===== config.mk =====
export PLATFORM = sky130hd
export DESIGN_NAME = spk_out_stage_flat
export DESIGN_NICKNAME = d
export VERILOG_FILES = /design/src/design/spk_pkg.sv /design/src/design/spk_out_if.sv /design/src/design/spk_out_stage.sv /design/src/flat_wrapper.sv
export SDC_FILE = /design/constraint.sdc
export NUM_CORES = 1
export LEC_CHECK = 0
export ABC_AREA = 0
export BUFFER_PORTS_ARGS = -buffer_cell sky130_fd_sc_hd__buf_4
export CAP_MARGIN = 20
export CORE_AREA = 2 2 205 207
export DETAILED_ROUTE_END_ITERATION = 10
export DIE_AREA = 0 0 207 209
export SKIP_CTS_REPAIR_TIMING = 1
export SYNTH_ARGS = -nofsm -noshare
export SYNTH_HDL_FRONTEND = slang
export SYNTH_SLANG_ARGS = --single-unit

===== constraint.sdc =====
create_clock -name clk -period 5.7 [get_ports clk]
set_clock_uncertainty 0.05 [all_clocks]
set_input_delay 0.855 -clock clk [delete_from_list [all_inputs] [get_ports clk]]
set_output_delay 0.855 -clock clk [all_outputs]
set_load 0.01 [all_outputs]

===== src/design/spk_pkg.sv =====
package spk_pkg;

  localparam int WORD_W   = 64;
  localparam int COUNT_W  = 5;
  localparam int CFG_IDX_W = 1;

  localparam logic [CFG_IDX_W-1:0] REG_KEY_WORD_ZERO = 1'b0;
  localparam logic [CFG_IDX_W-1:0] REG_KEY_WORD_ONE  = 1'b1;

  localparam logic [WORD_W-1:0] KEY_WORD_ZERO_RST = 64'h0;
  localparam logic [WORD_W-1:0] KEY_WORD_ONE_RST  = 64'h0000_0000_d34d_b00f;

  localparam logic [COUNT_W-1:0] BLOCK_BYTES = 5'd16;

  typedef struct packed {
    logic [WORD_W-1:0] x;
    logic [WORD_W-1:0] y;
  } spk_pair_t;

  typedef struct packed {
    logic [WORD_W-1:0]  x;
    logic [WORD_W-1:0]  y;
    logic [WORD_W-1:0]  a;
    logic [WORD_W-1:0]  b;
    logic [WORD_W-1:0]  data_low;
    logic [WORD_W-1:0]  data_high;
    logic [COUNT_W-1:0] valid_bytes;
  } spk_stage_t;

  function automatic spk_pair_t spk_round(input logic [WORD_W-1:0] x,
                                          input logic [WORD_W-1:0] y,
                                          input logic [WORD_W-1:0] k);
    spk_pair_t r;
    r.x = ({x[7:0], x[WORD_W-1:8]} + y) ^ k;
    r.y = {y[WORD_W-4:0], y[WORD_W-1:WORD_W-3]} ^ r.x;
    return r;
  endfunction

  function automatic logic [2*WORD_W-1:0] spk_byte_mask(input logic [COUNT_W-1:0] n);
    logic [COUNT_W-1:0]  nsat;
    logic [2*WORD_W-1:0] m;
    nsat = (n > BLOCK_BYTES) ? BLOCK_BYTES : n;
    for (int j = 0; j < 16; j++) begin
      m[j*8 +: 8] = (COUNT_W'(j) < nsat) ? 8'hff : 8'h00;
    end
    return m;
  endfunction

endpackage


===== src/design/spk_out_if.sv =====
interface spk_out_if;
  import spk_pkg::*;
  logic              valid;
  logic              ready;
  logic [WORD_W-1:0] out_low;
  logic [WORD_W-1:0] out_high;

  modport source (output valid, out_low, out_high, input ready);
  modport sink (input valid, out_low, out_high, output ready);
endinterface


===== src/design/spk_out_stage.sv =====
module spk_out_stage
  import spk_pkg::*;
(
  input  logic       clk,
  input  logic       rst_n,
  input  logic       up_valid,
  output logic       up_ready,
  input  spk_stage_t up_data,
  spk_out_if.source  out_ch
);

  logic                valid_r;
  logic [WORD_W-1:0]   low_r;
  logic [WORD_W-1:0]   high_r;
  logic [WORD_W-1:0]   low_nxt;
  logic [WORD_W-1:0]   high_nxt;
  logic [2*WORD_W-1:0] mask;
  logic                load;

  assign load     = !valid_r || out_ch.ready;
  assign up_ready = load;

  always_comb begin
    mask     = spk_byte_mask(up_data.valid_bytes);
    low_nxt  = up_data.data_low  ^ (up_data.y & mask[WORD_W-1:0]);
    high_nxt = up_data.data_high ^ (up_data.x & mask[2*WORD_W-1:WORD_W]);
  end

  always_ff @(posedge clk) begin
    if (!rst_n) begin
      valid_r <= 1'b0;
    end else if (load) begin
      valid_r <= up_valid;
    end
  end

  always_ff @(posedge clk) begin
    if (load && up_valid) begin
      low_r  <= low_nxt;
      high_r <= high_nxt;
    end
  end

  assign out_ch.valid    = valid_r;
  assign out_ch.out_low  = low_r;
  assign out_ch.out_high = high_r;

endmodule


===== src/flat_wrapper.sv =====
// flat-port wrapper written by rule: the top's interface ports become plain ports
module spk_out_stage_flat import spk_pkg::*;
  (clk, rst_n, up_valid, up_ready, up_data, out_ch_valid, out_ch_out_low, out_ch_out_high, out_ch_ready);
  spk_out_if out_ch_i ();
  input  logic clk;
  input  logic rst_n;
  input  logic up_valid;
  output logic up_ready;
  input  spk_stage_t up_data;
  output wire logic [$bits(out_ch_i.valid)-1:0] out_ch_valid;
  output wire logic [$bits(out_ch_i.out_low)-1:0] out_ch_out_low;
  output wire logic [$bits(out_ch_i.out_high)-1:0] out_ch_out_high;
  input wire logic [$bits(out_ch_i.ready)-1:0] out_ch_ready;
  assign out_ch_valid = out_ch_i.valid;
  assign out_ch_out_low = out_ch_i.out_low;
  assign out_ch_out_high = out_ch_i.out_high;
  assign out_ch_i.ready = out_ch_ready;
  spk_out_stage u_core (.clk(clk), .rst_n(rst_n), .up_valid(up_valid), .up_ready(up_ready), .up_data(up_data), .out_ch(out_ch_i));
endmodule

==> run metrics <==
status=finished, final reports clean; antenna violations before repair=7; total count of max-transition violations in the final report=0; path depth of the worst reg2reg path=3; routed via count=4,750; synthesized instance count=421; Die Y-Extent=209 um; Storage cell area=0.003864 mm^2; Num CTS Buffers=17; via density per instance=3.462; peak supply drop=199.3 uV; clock slew seen by the registers of the worst setup and hold paths=0.06 ns; terminating pin of the worst hold path=u_core.out_ch.valid; hold depth=2; clk_lat worst skew=0.44 ns; count of final hold-check violations=0; post-detailed-route count of antenna-violating nets=0; post-layout worst setup margin=3.284 ns; Max Clk Rate=0.4139 GHz; Longest Clk Path Bufs=2; TritonCTS clock tree=built; Worst EP required=5.84 ns; Multi-input gate area=0.001863 mm^2; final worst path period need=2.416 ns; overflow left after global routing=0; data arrival time of the critical path=2.55 ns; number of remaining DRC errors=0; FF-to-FF Start=u_core.out_ch.valid; net switching fraction of the power=0.2466; leading area contributor after synthesis=sky130_fd_sc_hd__edfxtp_1; number of filler cells placed in the layout=4,388; share of total power in sequential cells=0.438; number of DRC markers after the initial detailed-route iteration=210; register bit count reported by yosys=129; Max-cap violations=0; Final Util=0.2396; final weighted congestion of routability-driven global placement=0.7539; setup repair after global routing missed its margin=false; leading register cell type out of synthesis=sky130_fd_sc_hd__edfxtp_1; maximum number of pins on one net before global-route repair=66; CORE AREA=0.04129 mm^2; sequential element share of the synthesized area=0.6620; post-detailed-route wirelength per cell=16.93 um; Clk Tree Root Cell=sky130_fd_sc_hd__clkbuf_16; class of the tightest hold or removal check=flip-flop to flip-flop; Comb pwr share=0.195; net total in the final layout=1,212; worst slew margin relative to its limit=0.3033; global-route wire length before repair=32.27 mm; relative contribution of the clock network to total power=0.366; number of buffers inserted by port buffering=394; hold path start=u_core.out_ch.valid; Area contributors post-synth=sky130_fd_sc_hd__edfxtp_1 66%, sky130_fd_sc_hd__xnor2_1 19%, sky130_fd_sc_hd__nand2_1 5.1%; number of sinks on the clock net=129; growth of design area from synthesis to finish=69.52%; number of distinct library cell variants in the gate-level netlist after synthesis=31; kind of end point of the critical path=flip-flop; first-pass iteration count of the detailed router=7; critical register-to-register path endpoint=u_core.out_ch.out_low[61]; Critical Setup Path Class=input port to flip-flop; leading post-synthesis cells by instance count=128 x sky130_fd_sc_hd__edfxtp_1, 128 x sky130_fd_sc_hd__xnor2_1, 80 x sky130_fd_sc_hd__nand2_1; number of global-route vias before repair=4,886; number of enable-type register cells in the synthesized netlist=128; Starting Density=0.1414; number of warnings issued by yosys=0; share of layout cells above drive strength 1=0.5241; net count after synthesis=814; fraction of synthesized cell area taken by the top area cell type=0.6585; switching power of the nets=664.2 uW; type of element launching the critical path=input port; HPWL Detailed=18.81 mm; worst-margin pin slew=1.045 ns; reg2reg setup slack=3.92 ns; total die area=0.04326 mm^2; setup slack at placement=2.779 ns; synthesized cell area=0.005837 mm^2; fraction of registers with async set/reset=0; total internal power=2029 uW; period utilisation layout=0.4239; Pleak=0.004103 uW; post-route setup TNS=0 ns; setup violators final=0; Row Count=75; global router's overall resource usage=0.1065; mean instance size in the synthesized netlist=13.86 um^2; PD cells=272.2 mW/mm^2; I/O pins=523; H-tree levels=4; maximum fanout encountered on the critical timing path=40; final routed wirelength across all metal layers=23.23 mm; Die X-Extent=207 um
==> cell usage in the layout, fill, tap and decap left out <==
cell                         synthesis  routed
sky130_fd_sc_hd__edfxtp_1          128     128
sky130_fd_sc_hd__nand3_2             8       8
sky130_fd_sc_hd__o21ai_2             2       2
sky130_fd_sc_hd__or4_1               1       1
sky130_fd_sc_hd__a2111o_1            1       1
sky130_fd_sc_hd__xnor2_1           128     128
sky130_fd_sc_hd__nand3_1            16      16
sky130_fd_sc_hd__a41o_1              1       1
sky130_fd_sc_hd__or4_4               1       1
sky130_fd_sc_hd__or2_2               1       2
sky130_fd_sc_hd__bufinv_16           0       1
sky130_fd_sc_hd__buf_4               1     396
sky130_fd_sc_hd__a21boi_0            1       1
sky130_fd_sc_hd__nand2_1            80      80
sky130_fd_sc_hd__a21o_1              1       1
sky130_fd_sc_hd__a31o_2              1       1
sky130_fd_sc_hd__and2_4              0       1
sky130_fd_sc_hd__o21ai_1             1       1
sky130_fd_sc_hd__a311o_1             1       1
sky130_fd_sc_hd__inv_1               1       1
sky130_fd_sc_hd__clkbuf_1            3       4
sky130_fd_sc_hd__or3_1               1       1
sky130_fd_sc_hd__or3_4               1       1
sky130_fd_sc_hd__nand2b_1            1       1
sky130_fd_sc_hd__o21a_1              1       1
sky130_fd_sc_hd__clkinv_2            0       4
sky130_fd_sc_hd__o21ai_0            21      21
sky130_fd_sc_hd__clkinv_1            0       3
sky130_fd_sc_hd__a211o_1             2       2
sky130_fd_sc_hd__clkinvlp_4          0       1
sky130_fd_sc_hd__o211a_1             1       1
sky130_fd_sc_hd__diode_2             0       3
sky130_fd_sc_hd__dfxtp_1             1       1
sky130_fd_sc_hd__clkbuf_16           0      17
==> worst max-delay path by stage <==
stage	start	endpoint	slack [ns]	cells after the start
3_5_place_dp	up_data[4]	u_core.out_ch.out_high[12]	2.78	4
4_1_cts	up_data[4]	u_core.out_ch.out_high[12]	3.27	4
6_report	up_data[4]	u_core.out_ch.out_high[12]	3.28	4
5_1_grt	up_data[4]	u_core.out_ch.out_low[39]	3.17	4
2_1_floorplan	out_ch_ready	u_core.out_ch.out_high[0]	1.14	2
3_3_place_gp	up_data[4]	u_core.out_ch.out_high[12]	2.78	4
==> cell families after synthesis <==
group | after synthesis | share of synthesized area
buffers and inverters | 18 | 0.01929
DFF | 129 | 0.6620
xor gates and xnor gates | 128 | 0.1921
and+or+nand+nor | 112 | 0.08939
AOI/OAI and AO/OA | 34 | 0.03730
==> power by group through the flow <==
stage	clock network, uW	registers [uW]	logic [uW]
floorplan	0	1250	158
global placement	0	1200	532
detailed placement	0	1200	538
CTS	1040	1180	539
global route	1070	1190	567
finish	986	1180	526
==> per-stage QoR <==
| step | power [uW] | std cells | instance area (um^2) | hold WS (ns) |
|---|---|---|---|---|
| floorplan | 1404 | 421 | 5837 | 0.5596 |
| global placement | 1730 | 1339 | 9378 | 0.5524 |
| detailed placement | 1739 | 1339 | 9378 | 0.5619 |
| CTS | 2758 | 1369 | 9887 | 0.5718 |
| global route | 2822 | 1369 | 9887 | 0.5871 |
| finish | 2693 | 1372 | 9894 | 0.5382 |
==> metal layers <==
| metal | global-route usage | routed length, um | part of all wire | vias up |
|---|---|---|---|---|
| li1 | - | - | - | 2268 |
| met1 | 0.1239 | 9780 | 0.42 | 2197 |
| met2 | 0.1707 | 11040 | 0.48 | 250 |
| met3 | 0.04704 | 1869 | 0.080 | 27 |
| met4 | 0.04458 | 486 | 0.021 | 8 |
| met5 | 0 | 57 | 0.0025 | - |
==> state kept, by name (all words and copies together) (netlist names) <==
signal,flops
u_core.out_ch.out_high,64
u_core.out_ch.valid,1
u_core.out_ch.out_low,64
==> worst max-delay path: stages <==
cell and delay, ns:
sky130_fd_sc_hd__buf_4 0.31, sky130_fd_sc_hd__or2_2 0.88, sky130_fd_sc_hd__nand3_1 0.29, sky130_fd_sc_hd__xnor2_1 0.20
==> cell type report <==
cell class                 count  share of cell area
timing repair buffer         396              0.3005
sequential                   129              0.3905
clock buffer                  21             0.04451
multi-input combinational    274              0.1883
antenna                        3           0.0007587
clock inverter                 9            0.006955
tap                          539             0.06816
inverter                       1           0.0003794
Note: power is estimated with default switching activity, not from simulation.
