[src/design/spk_pkg.sv]
package spk_pkg;

  localparam int WORD_W   = 64;
  localparam int COUNT_W  = 5;
  localparam int CFG_IDX_W = 1;

  localparam logic [CFG_IDX_W-1:0] REG_KEY_WORD_ZERO = 1'b0;
  localparam logic [CFG_IDX_W-1:0] REG_KEY_WORD_ONE  = 1'b1;

  localparam logic [WORD_W-1:0] KEY_WORD_ZERO_RST = 64'h0;
  localparam logic [WORD_W-1:0] KEY_WORD_ONE_RST  = 64'h0000_0000_d34d_b00f;

  localparam logic [COUNT_W-1:0] BLOCK_BYTES = 5'd16;

  typedef struct packed {
    logic [WORD_W-1:0] x;
    logic [WORD_W-1:0] y;
  } spk_pair_t;

  typedef struct packed {
    logic [WORD_W-1:0]  x;
    logic [WORD_W-1:0]  y;
    logic [WORD_W-1:0]  a;
    logic [WORD_W-1:0]  b;
    logic [WORD_W-1:0]  data_low;
    logic [WORD_W-1:0]  data_high;
    logic [COUNT_W-1:0] valid_bytes;
  } spk_stage_t;

  function automatic spk_pair_t spk_round(input logic [WORD_W-1:0] x,
                                          input logic [WORD_W-1:0] y,
                                          input logic [WORD_W-1:0] k);
    spk_pair_t r;
    r.x = ({x[7:0], x[WORD_W-1:8]} + y) ^ k;
    r.y = {y[WORD_W-4:0], y[WORD_W-1:WORD_W-3]} ^ r.x;
    return r;
  endfunction

  function automatic logic [2*WORD_W-1:0] spk_byte_mask(input logic [COUNT_W-1:0] n);
    logic [COUNT_W-1:0]  nsat;
    logic [2*WORD_W-1:0] m;
    nsat = (n > BLOCK_BYTES) ? BLOCK_BYTES : n;
    for (int j = 0; j < 16; j++) begin
      m[j*8 +: 8] = (COUNT_W'(j) < nsat) ? 8'hff : 8'h00;
    end
    return m;
  endfunction

endpackage

[src/design/spk_round_stage.sv]
module spk_round_stage
  import spk_pkg::*;
#(
  parameter int RND_IDX = 0
) (
  input  logic       clk,
  input  logic       rst_n,
  input  logic       up_valid,
  output logic       up_ready,
  input  spk_stage_t up_data,
  output logic       dn_valid,
  input  logic       dn_ready,
  output spk_stage_t dn_data
);

  logic       valid_r;
  spk_stage_t data_r;
  spk_stage_t data_nxt;
  spk_pair_t  cipher;
  spk_pair_t  sched;
  logic       load;

  assign load     = !valid_r || dn_ready;
  assign up_ready = load;

  always_comb begin
    cipher   = spk_round(up_data.x, up_data.y, up_data.a);
    sched    = spk_round(up_data.b, up_data.a, WORD_W'(RND_IDX));
    data_nxt = up_data;
    data_nxt.x = cipher.x;
    data_nxt.y = cipher.y;
    data_nxt.b = sched.x;
    data_nxt.a = sched.y;
  end

  always_ff @(posedge clk) begin
    if (!rst_n) begin
      valid_r <= 1'b0;
    end else if (load) begin
      valid_r <= up_valid;
    end
  end

  always_ff @(posedge clk) begin
    if (load && up_valid) begin
      data_r <= data_nxt;
    end
  end

  assign dn_valid = valid_r;
  assign dn_data  = data_r;

endmodule

[config.mk]
export PLATFORM = sky130hd
export DESIGN_NAME = spk_round_stage
export DESIGN_NICKNAME = d
export VERILOG_FILES = /design/src/design/spk_pkg.sv /design/src/design/spk_round_stage.sv
export SDC_FILE = /design/constraint.sdc
export NUM_CORES = 1
export LEC_CHECK = 0
export ABC_AREA = 1
export BUFFER_PORTS_ARGS = -buffer_cell sky130_fd_sc_hd__buf_2
export CELL_PAD_IN_SITES_DETAIL_PLACEMENT = 2
export CELL_PAD_IN_SITES_GLOBAL_PLACEMENT = 2
export CORE_ASPECT_RATIO = 0.8
export CORE_MARGIN = 1.5
export CORE_UTILIZATION = 29
export CTS_CLUSTER_SIZE = 10
export DETAILED_ROUTE_END_ITERATION = 8
export PLACE_DENSITY_LB_ADDON = 0.1
export SLEW_MARGIN = 0
export SYNTH_ARGS = -nofsm -noshare
export SYNTH_HDL_FRONTEND = slang
export SYNTH_SLANG_ARGS = --single-unit
[constraint.sdc]
create_clock -name clk -period 32.2 [get_ports clk]
set_clock_uncertainty 0.15 [all_clocks]
set_input_delay 6.44 -clock clk [delete_from_list [all_inputs] [get_ports clk]]
set_output_delay 6.44 -clock clk [all_outputs]
set_load 0.05 [all_outputs]
==> impl_metrics.ini, run 1 <==
[setup_path]
cp_max_fo = 2
cp.required_ns = 25.61
rr_worst_depth = 4
reg2reg_to = dn_data[165]$_DFFE_PP_
reg2reg_from = dn_valid$_SDFFE_PN0N_
worst-setup-path-type = in2out
end_kind = output port
rrSetupSlack_ns = 27.95
crit_chain = buf_2 > inv_1 > nand2_1 > buf_2
arrival_ns = 6.97
cp-start-kind = input port
cpMostUsedCell = buf_2
cp_slowest_cell = buf_2
timing.critical_path.slowest_cell_delay_ns = 0.22

[yosys]
yosysSeqAreaShare = 0.445
synthSimpleGateAreaFrac = 0.285
synth_area_um2 = 26300
syn_nets = 3914
synth_compound_area_frac = 0.0215
synth_cell_types = 33
yosys_most_used_dff = edfxtp_1
avgSynthCellArea_um2 = 7.75
synth_top_family_by_area = simple AND/OR/NAND/NOR gates
synthCells = 3393
synthAdderAreaFrac = 0.0614
synthArstFlopShare = 0
synth-xor-area-share = 0.0805
yosysWarnings = 0
synth_mux_area_frac = 0
synth_edf_count = 389
synth-seq-cells = 390

[final_layout]
multi_input_area_um2 = 11800
final_common_cell = nand2_1
most-common-layout-cells = nand2_1, buf_2, inv_1
fin_area_um2 = 33300
drive_gt1_frac = 0.230
fin_util = 0.371
final_nets = 4753
seqCellArea_um2 = 11700
fillers = 10500
area_delta_synth_final_pct = 26.4

[routing]
first_iter_violations = 1186
ant_nets = 0
viasPerCell = 4.61
met2_length_um = 62800
first_pass_iters = 4
totalWireLength_um = 127000
drc = 0
wl_met1_um = 56500
wl_per_cell_um = 23.2
vias = 25200
wl_met3_um = 5160
top_layer = met5

[clock_tree]
post_cts_resized = 0
clock_path_buffers = 3
clock_sinks = 390
post_cts_buffers = 0
cts_buffers = 48
clockRootBuffer = clkbuf_16
clk_latency_ns = 0.61
tritoncts = built
cts_hold_buf = 0
clk_pin_slew_worst_paths_ns = 0.06
h-tree-depth = 2

[power]
internal-power_w = 0.00109
powerDensity_nw_per_um2 = 55.5
clock_power_share = 0.283
p_seq_frac = 0.357
switching_share = 0.408
leakagePower_nw = 17.9
p_switching_w = 0.000752
vdd_drop_max_uv = 35.9
combPwrFrac = 0.360

[global_route]
antenna_found_initial = 28
grt_max_degree = 70
grt_pass1_wl_um = 181000
track_usage = 0.268
grt_overflow = 0
grt_pass1_vias = 27100

[worst_hold_path]
min_delay_worst_endpoint = dn_valid$_SDFFE_PN0N_
hold_depth = 2
min_path_type = reg2reg
min_from = dn_valid$_SDFFE_PN0N_

[floorplan]
fp.coreArea_um2 = 89600
io_pins = 784
fp-row-count = 98
die_w_um = 340
fp.dieH_um = 272
die_area_um2 = 92500
start_util = 0.294

[place]
dp_hpwl_um = 110000
port-buffer-count = 783
place.gp.congestion = 0.905
place_area_um2 = 31800

[sta]
setup_viol = 0
finalCritPeriodShare = 0.421
slew_violations = 0
worstMarginPinSlew_ns = 1.10
relSlewSlack = 0.266
setup_tns_ns = 0
hold_violations = 0
whs_ns = 0.463
rsz0062_at_grt = no
min_period_ns = 13.56
max_freq_ghz = 0.0738

[status]
status = finished clean

[job]
cap_violations = 0
sequential cells by signal, indices dropped and copies added (netlist names):
signal	cells
dn_data	389
dn_valid	1
layout make-up:
type | instances | share of cell area
sequential | 390 | 0.352
timing repair buffer | 789 | 0.119
clock inverter | 12 | 0.00538
inverter | 747 | 0.0843
multi-input combinational | 2256 | 0.355
antenna | 15 | 0.00113
clock buffer | 63 | 0.0378
tap | 1200 | 0.0451
routing by layer:
layer / global-route usage / vias up
li1: - / 12100
met1: 0.348 / 12400
met2: 0.470 / 588
met3: 0.0346 / 117
met4: 0.0653 / 8
met5: 0 / -
power by group through the flow:
stage	Sequential, W	Clock [W]	Combinational, W
2_1_floorplan	0.000885	0	0.000242
3_3_place_gp	0.000665	0	0.000651
3_5_place_dp	0.000669	0	0.000666
4_1_cts	0.000660	0.000535	0.000669
5_1_grt	0.000664	0.000551	0.000712
6_report	0.000659	0.000522	0.000665
cells in the mapped netlist (all sizes together) (4+ instances only):
| library cell | number | area share |
|---|---|---|
| nor3 | 28 | 0.0068 |
| o21ai | 10 | 0.0019 |
| xor3 | 13 | 0.012 |
| nor2 | 195 | 0.032 |
| nand3 | 179 | 0.037 |
| xor2 | 135 | 0.050 |
| a21oi | 94 | 0.018 |
| nand3b | 16 | 0.0046 |
| inv | 744 | 0.11 |
| nand4 | 11 | 0.0026 |
| ha | 126 | 0.060 |
| nor4 | 6 | 0.0017 |
| nand2 | 1371 | 0.20 |
| o21bai | 4 | 0.0011 |
| xnor2 | 57 | 0.019 |
| edfxtp | 389 | 0.44 |
cells by family (layout without fill, tap and decap cells):
kind of cell,after synthesis,after routing
other,0,15
DFF,390,390
buffers and inverters,747,1611
and+or+nand+nor,1813,1813
adders and majority gates,128,128
xor gates and xnor gates,205,205
AOI/OAI and AO/OA,110,110
worst max path at each step:
stage,cells past startpoint,startpoint,slack (ns),to
5_1_grt,4,dn_ready,18.60,up_ready
6_report,4,dn_ready,18.64,up_ready
3_3_place_gp,4,dn_ready,18.63,up_ready
3_5_place_dp,4,dn_ready,18.64,up_ready
4_1_cts,4,dn_ready,18.64,up_ready
2_1_floorplan,2,up_valid,5.68,dn_data[0]$_DFFE_PP_
metrics by stage:
stage               setup WS, ns  cells  total power (W)
global route               18.60   5467          0.00193
finish                     18.64   5472          0.00185
detailed placement         18.64   5382          0.00133
global placement           18.63   5382          0.00132
floorplan                   5.68   3393          0.00113
CTS                        18.64   5457          0.00186
critical path: cells and delay by family:
family,cells,cell delay [ns]
buf+inv,3,0.42
simple gates,1,0.10
(Power assumes the default switching activity.)
==> run 2: changes to the inputs <==
--- a/config.mk
+++ b/config.mk
@@ -5,15 +5,14 @@
 export SDC_FILE = /design/constraint.sdc
 export NUM_CORES = 1
 export LEC_CHECK = 0
-export ABC_AREA = 1
+export ABC_AREA = 0
 export BUFFER_PORTS_ARGS = -buffer_cell sky130_fd_sc_hd__buf_2
 export CELL_PAD_IN_SITES_DETAIL_PLACEMENT = 2
 export CELL_PAD_IN_SITES_GLOBAL_PLACEMENT = 2
-export CORE_ASPECT_RATIO = 0.8
-export CORE_MARGIN = 1.5
-export CORE_UTILIZATION = 29
+export CORE_AREA = 2 2 304 306
 export CTS_CLUSTER_SIZE = 10
 export DETAILED_ROUTE_END_ITERATION = 8
+export DIE_AREA = 0 0 306 308
 export PLACE_DENSITY_LB_ADDON = 0.1
 export SLEW_MARGIN = 0
 export SYNTH_ARGS = -nofsm -noshare
==> constraint.sdc (replaced) <==
create_clock -name clk -period 12.2 [get_ports clk]
set_clock_uncertainty 0.15 [all_clocks]
set_input_delay 2.44 -clock clk [delete_from_list [all_inputs] [get_ports clk]]
set_output_delay 2.44 -clock clk [all_outputs]
set_load 0.05 [all_outputs]
==> run 2 against run 1 <==
Register-to-register slack got worse by 19 ns. Clock power grew to 2.8 times the previous value. Final area is 16% lower.
==> impl_metrics.ini, run 2 <==
[floorplan]
start_util = 0.233
die_w_um = 306
fp-row-count = 111
fp.coreArea_um2 = 91000
fp.dieH_um = 308
die_area_um2 = 94200
io_pins = 784

[yosys]
yosysWarnings = 0
yosysSeqAreaShare = 0.552
yosysTopAreaCellShare = 0.551
synthTopCellsByArea = edfxtp_1, xor2_1, ha_1
synth_cell_types = 76
synth.most_common_cell = edfxtp_1
synthCells = 1746
yosys.area.top_type = edfxtp_1
synth_top_cells_by_count = edfxtp_1, xor2_1, a21oi_1
synth_area_um2 = 21200
avgSynthCellArea_um2 = 12.1
synth_edf_count = 389
syn_nets = 2267
yosys_most_used_dff = edfxtp_1
synthArstFlopShare = 0
synth-seq-cells = 390

[global_route]
grt_pass1_wl_um = 143000
antenna_found_initial = 45
track_usage = 0.211
grt_max_degree = 156
grt_pass1_vias = 19100
grt_overflow = 0

[place]
port-buffer-count = 783
dp_hpwl_um = 87300
place_area_um2 = 26400
place.gp.congestion = 0.827

[status]
status = finished clean

[power]
powerDensity_nw_per_um2 = 173
clock_power_share = 0.300
switching_share = 0.389
p_seq_frac = 0.366
p_switching_w = 0.00188
leakagePower_nw = 11.7
vdd_drop_max_uv = 96.3
combPwrFrac = 0.334
internal-power_w = 0.00296

[routing]
first_pass_iters = 4
first_iter_violations = 876
totalWireLength_um = 103000
drc = 0
viasPerCell = 4.69
ant_nets = 0
vias = 17600
wl_per_cell_um = 27.5

[final_layout]
largest_reg_flops = 389
fin_area_um2 = 28000
area_delta_synth_final_pct = 32.1
most-common-layout-cells = buf_2, edfxtp_1, xor2_1
final_common_cell = buf_2
drive_gt1_frac = 0.344
final_nets = 3045
fin_util = 0.308

[clock_tree]
tritoncts = built
h-tree-depth = 2
post_cts_buffers = 0
post_cts_resized = 0
clock_path_buffers = 3
clk_latency_ns = 0.63
clk_pin_slew_worst_paths_ns = 0.06
cts_buffers = 51
clock_sinks = 390
cts_hold_buf = 0
clockRootBuffer = clkbuf_16

[job]
cap_violations = 0

[setup_path]
cp_max_fo = 4
cp.required_ns = 12.42
arrival_ns = 6.13
timing.critical_path.slowest_cell_delay_ns = 0.51
crit_chain = buf_2 > ha_1 > inv_1 > fa_1 > nor2b_1 > o2111ai_1 > a311o_1 > nand4b_1 > o2111ai_1 > nand2_1 > a31oi_1 > o31ai_1 > xnor2_1 > xor2_1
end_kind = flip-flop
cpMostUsedCell = o2111ai_1
worst-setup-path-type = in2reg
cp.buffers_inverters = 2
cp_slowest_cell = o31ai_1
critPathTopFamily = compound AO/OA/AOI/OAI gates
cp-start-kind = input port

[sta]
setup_viol = 0
min_period_ns = 5.90
relSlewSlack = 0.296
worstMarginPinSlew_ns = 1.06
setup_tns_ns = 0
rsz0062_at_grt = no
hold_violations = 0
slew_violations = 0
finalCritPeriodShare = 0.484
max_freq_ghz = 0.169

[worst_hold_path]
min_path_type = reg2reg
[run 2: cell count changes in the layout (fill, tap and decap cells not counted), moves of 33 or more]
| cell | change |
|---|---|
| nor2_2 | -33 |
| inv_1 | -704 |
| nand2_2 | -44 |
| a21oi_1 | +70 |
| o21ai_0 | +75 |
| a21o_1 | +60 |
| nor2_1 | -89 |
| xor2_1 | +64 |
| xnor2_1 | +78 |
| nand2_1 | -1212 |
| nand3_1 | -136 |
[run 2: through the flow]
stage / worst slack [ns] / hold slack, ns / std cells / power, W
floorplan: 3.83 / 0.996 / 1746 / 0.00289
global placement: 5.78 / 0.382 / 3657 / 0.00341
detailed placement: 5.68 / 0.421 / 3657 / 0.00343
CTS: 6.38 / 0.429 / 3743 / 0.00491
global route: 6.27 / 0.468 / 3749 / 0.00505
finish: 6.30 / 0.417 / 3752 / 0.00483
[run 2: path summary, 6_finish.rpt]
check	slack, ns	to	startpoint	cells past startpoint
max	6.30	dn_data[321]$_DFFE_PP_	up_data[261]	14
min	0.42	dn_valid$_SDFFE_PN0N_	dn_valid$_SDFFE_PN0N_	2
max reg2reg	8.95	dn_data[225]$_DFFE_PP_	dn_valid$_SDFFE_PN0N_	4
min reg2reg	0.42	dn_valid$_SDFFE_PN0N_	dn_valid$_SDFFE_PN0N_	2
[run 2: area by class of cell]
| class | count | area (um2) |
|---|---|---|
| clock buffer | 67 | 1360 |
| multi-input combinational | 1264 | 9150 |
| inverter | 30 | 113 |
| clock inverter | 19 | 218 |
| sequential | 390 | 11700 |
| fill | 9971 | 63000 |
| antenna | 9 | 22.5 |
| timing repair buffer | 787 | 3970 |
| tap | 1186 | 1480 |
[run 2: worst min-delay path, delay by kind of cell, from the launching register on]
| kind | cells | cell delay [ns] |
|---|---|---|
| flops | 1 | 0.31 |
| simple gates | 1 | 0.11 |
| compound gates | 1 | 0.10 |
[run 2: kinds of logic after synthesis]
logic type / share of synthesized area
flip-flops: 0.552
buffers and inverters: 0.0168
AND/OR/NAND/NOR: 0.0800
adder cells (fa/ha/maj): 0.0763
XOR/XNOR: 0.136
AO/OA/AOI/OAI: 0.139
[run 2: power groups by stage]
stage               sequential [W]  combinational, W  clock, W
floorplan                  0.00237          0.000520         0
global placement           0.00179           0.00162         0
detailed placement         0.00180           0.00163         0
CTS                        0.00177           0.00164   0.00151
global route               0.00178           0.00171   0.00155
finish                     0.00177           0.00161   0.00145
[run 2: layer usage]
| layer | vias to the layer above | routed length [um] | GRT usage |
|---|---|---|---|
| li1 | 8076 | - | - |
| met1 | 8826 | 40900 | 0.243 |
| met2 | 519 | 54200 | 0.393 |
| met3 | 142 | 6390 | 0.0544 |
| met4 | 24 | 1640 | 0.0420 |
| met5 | - | 144 | 0 |
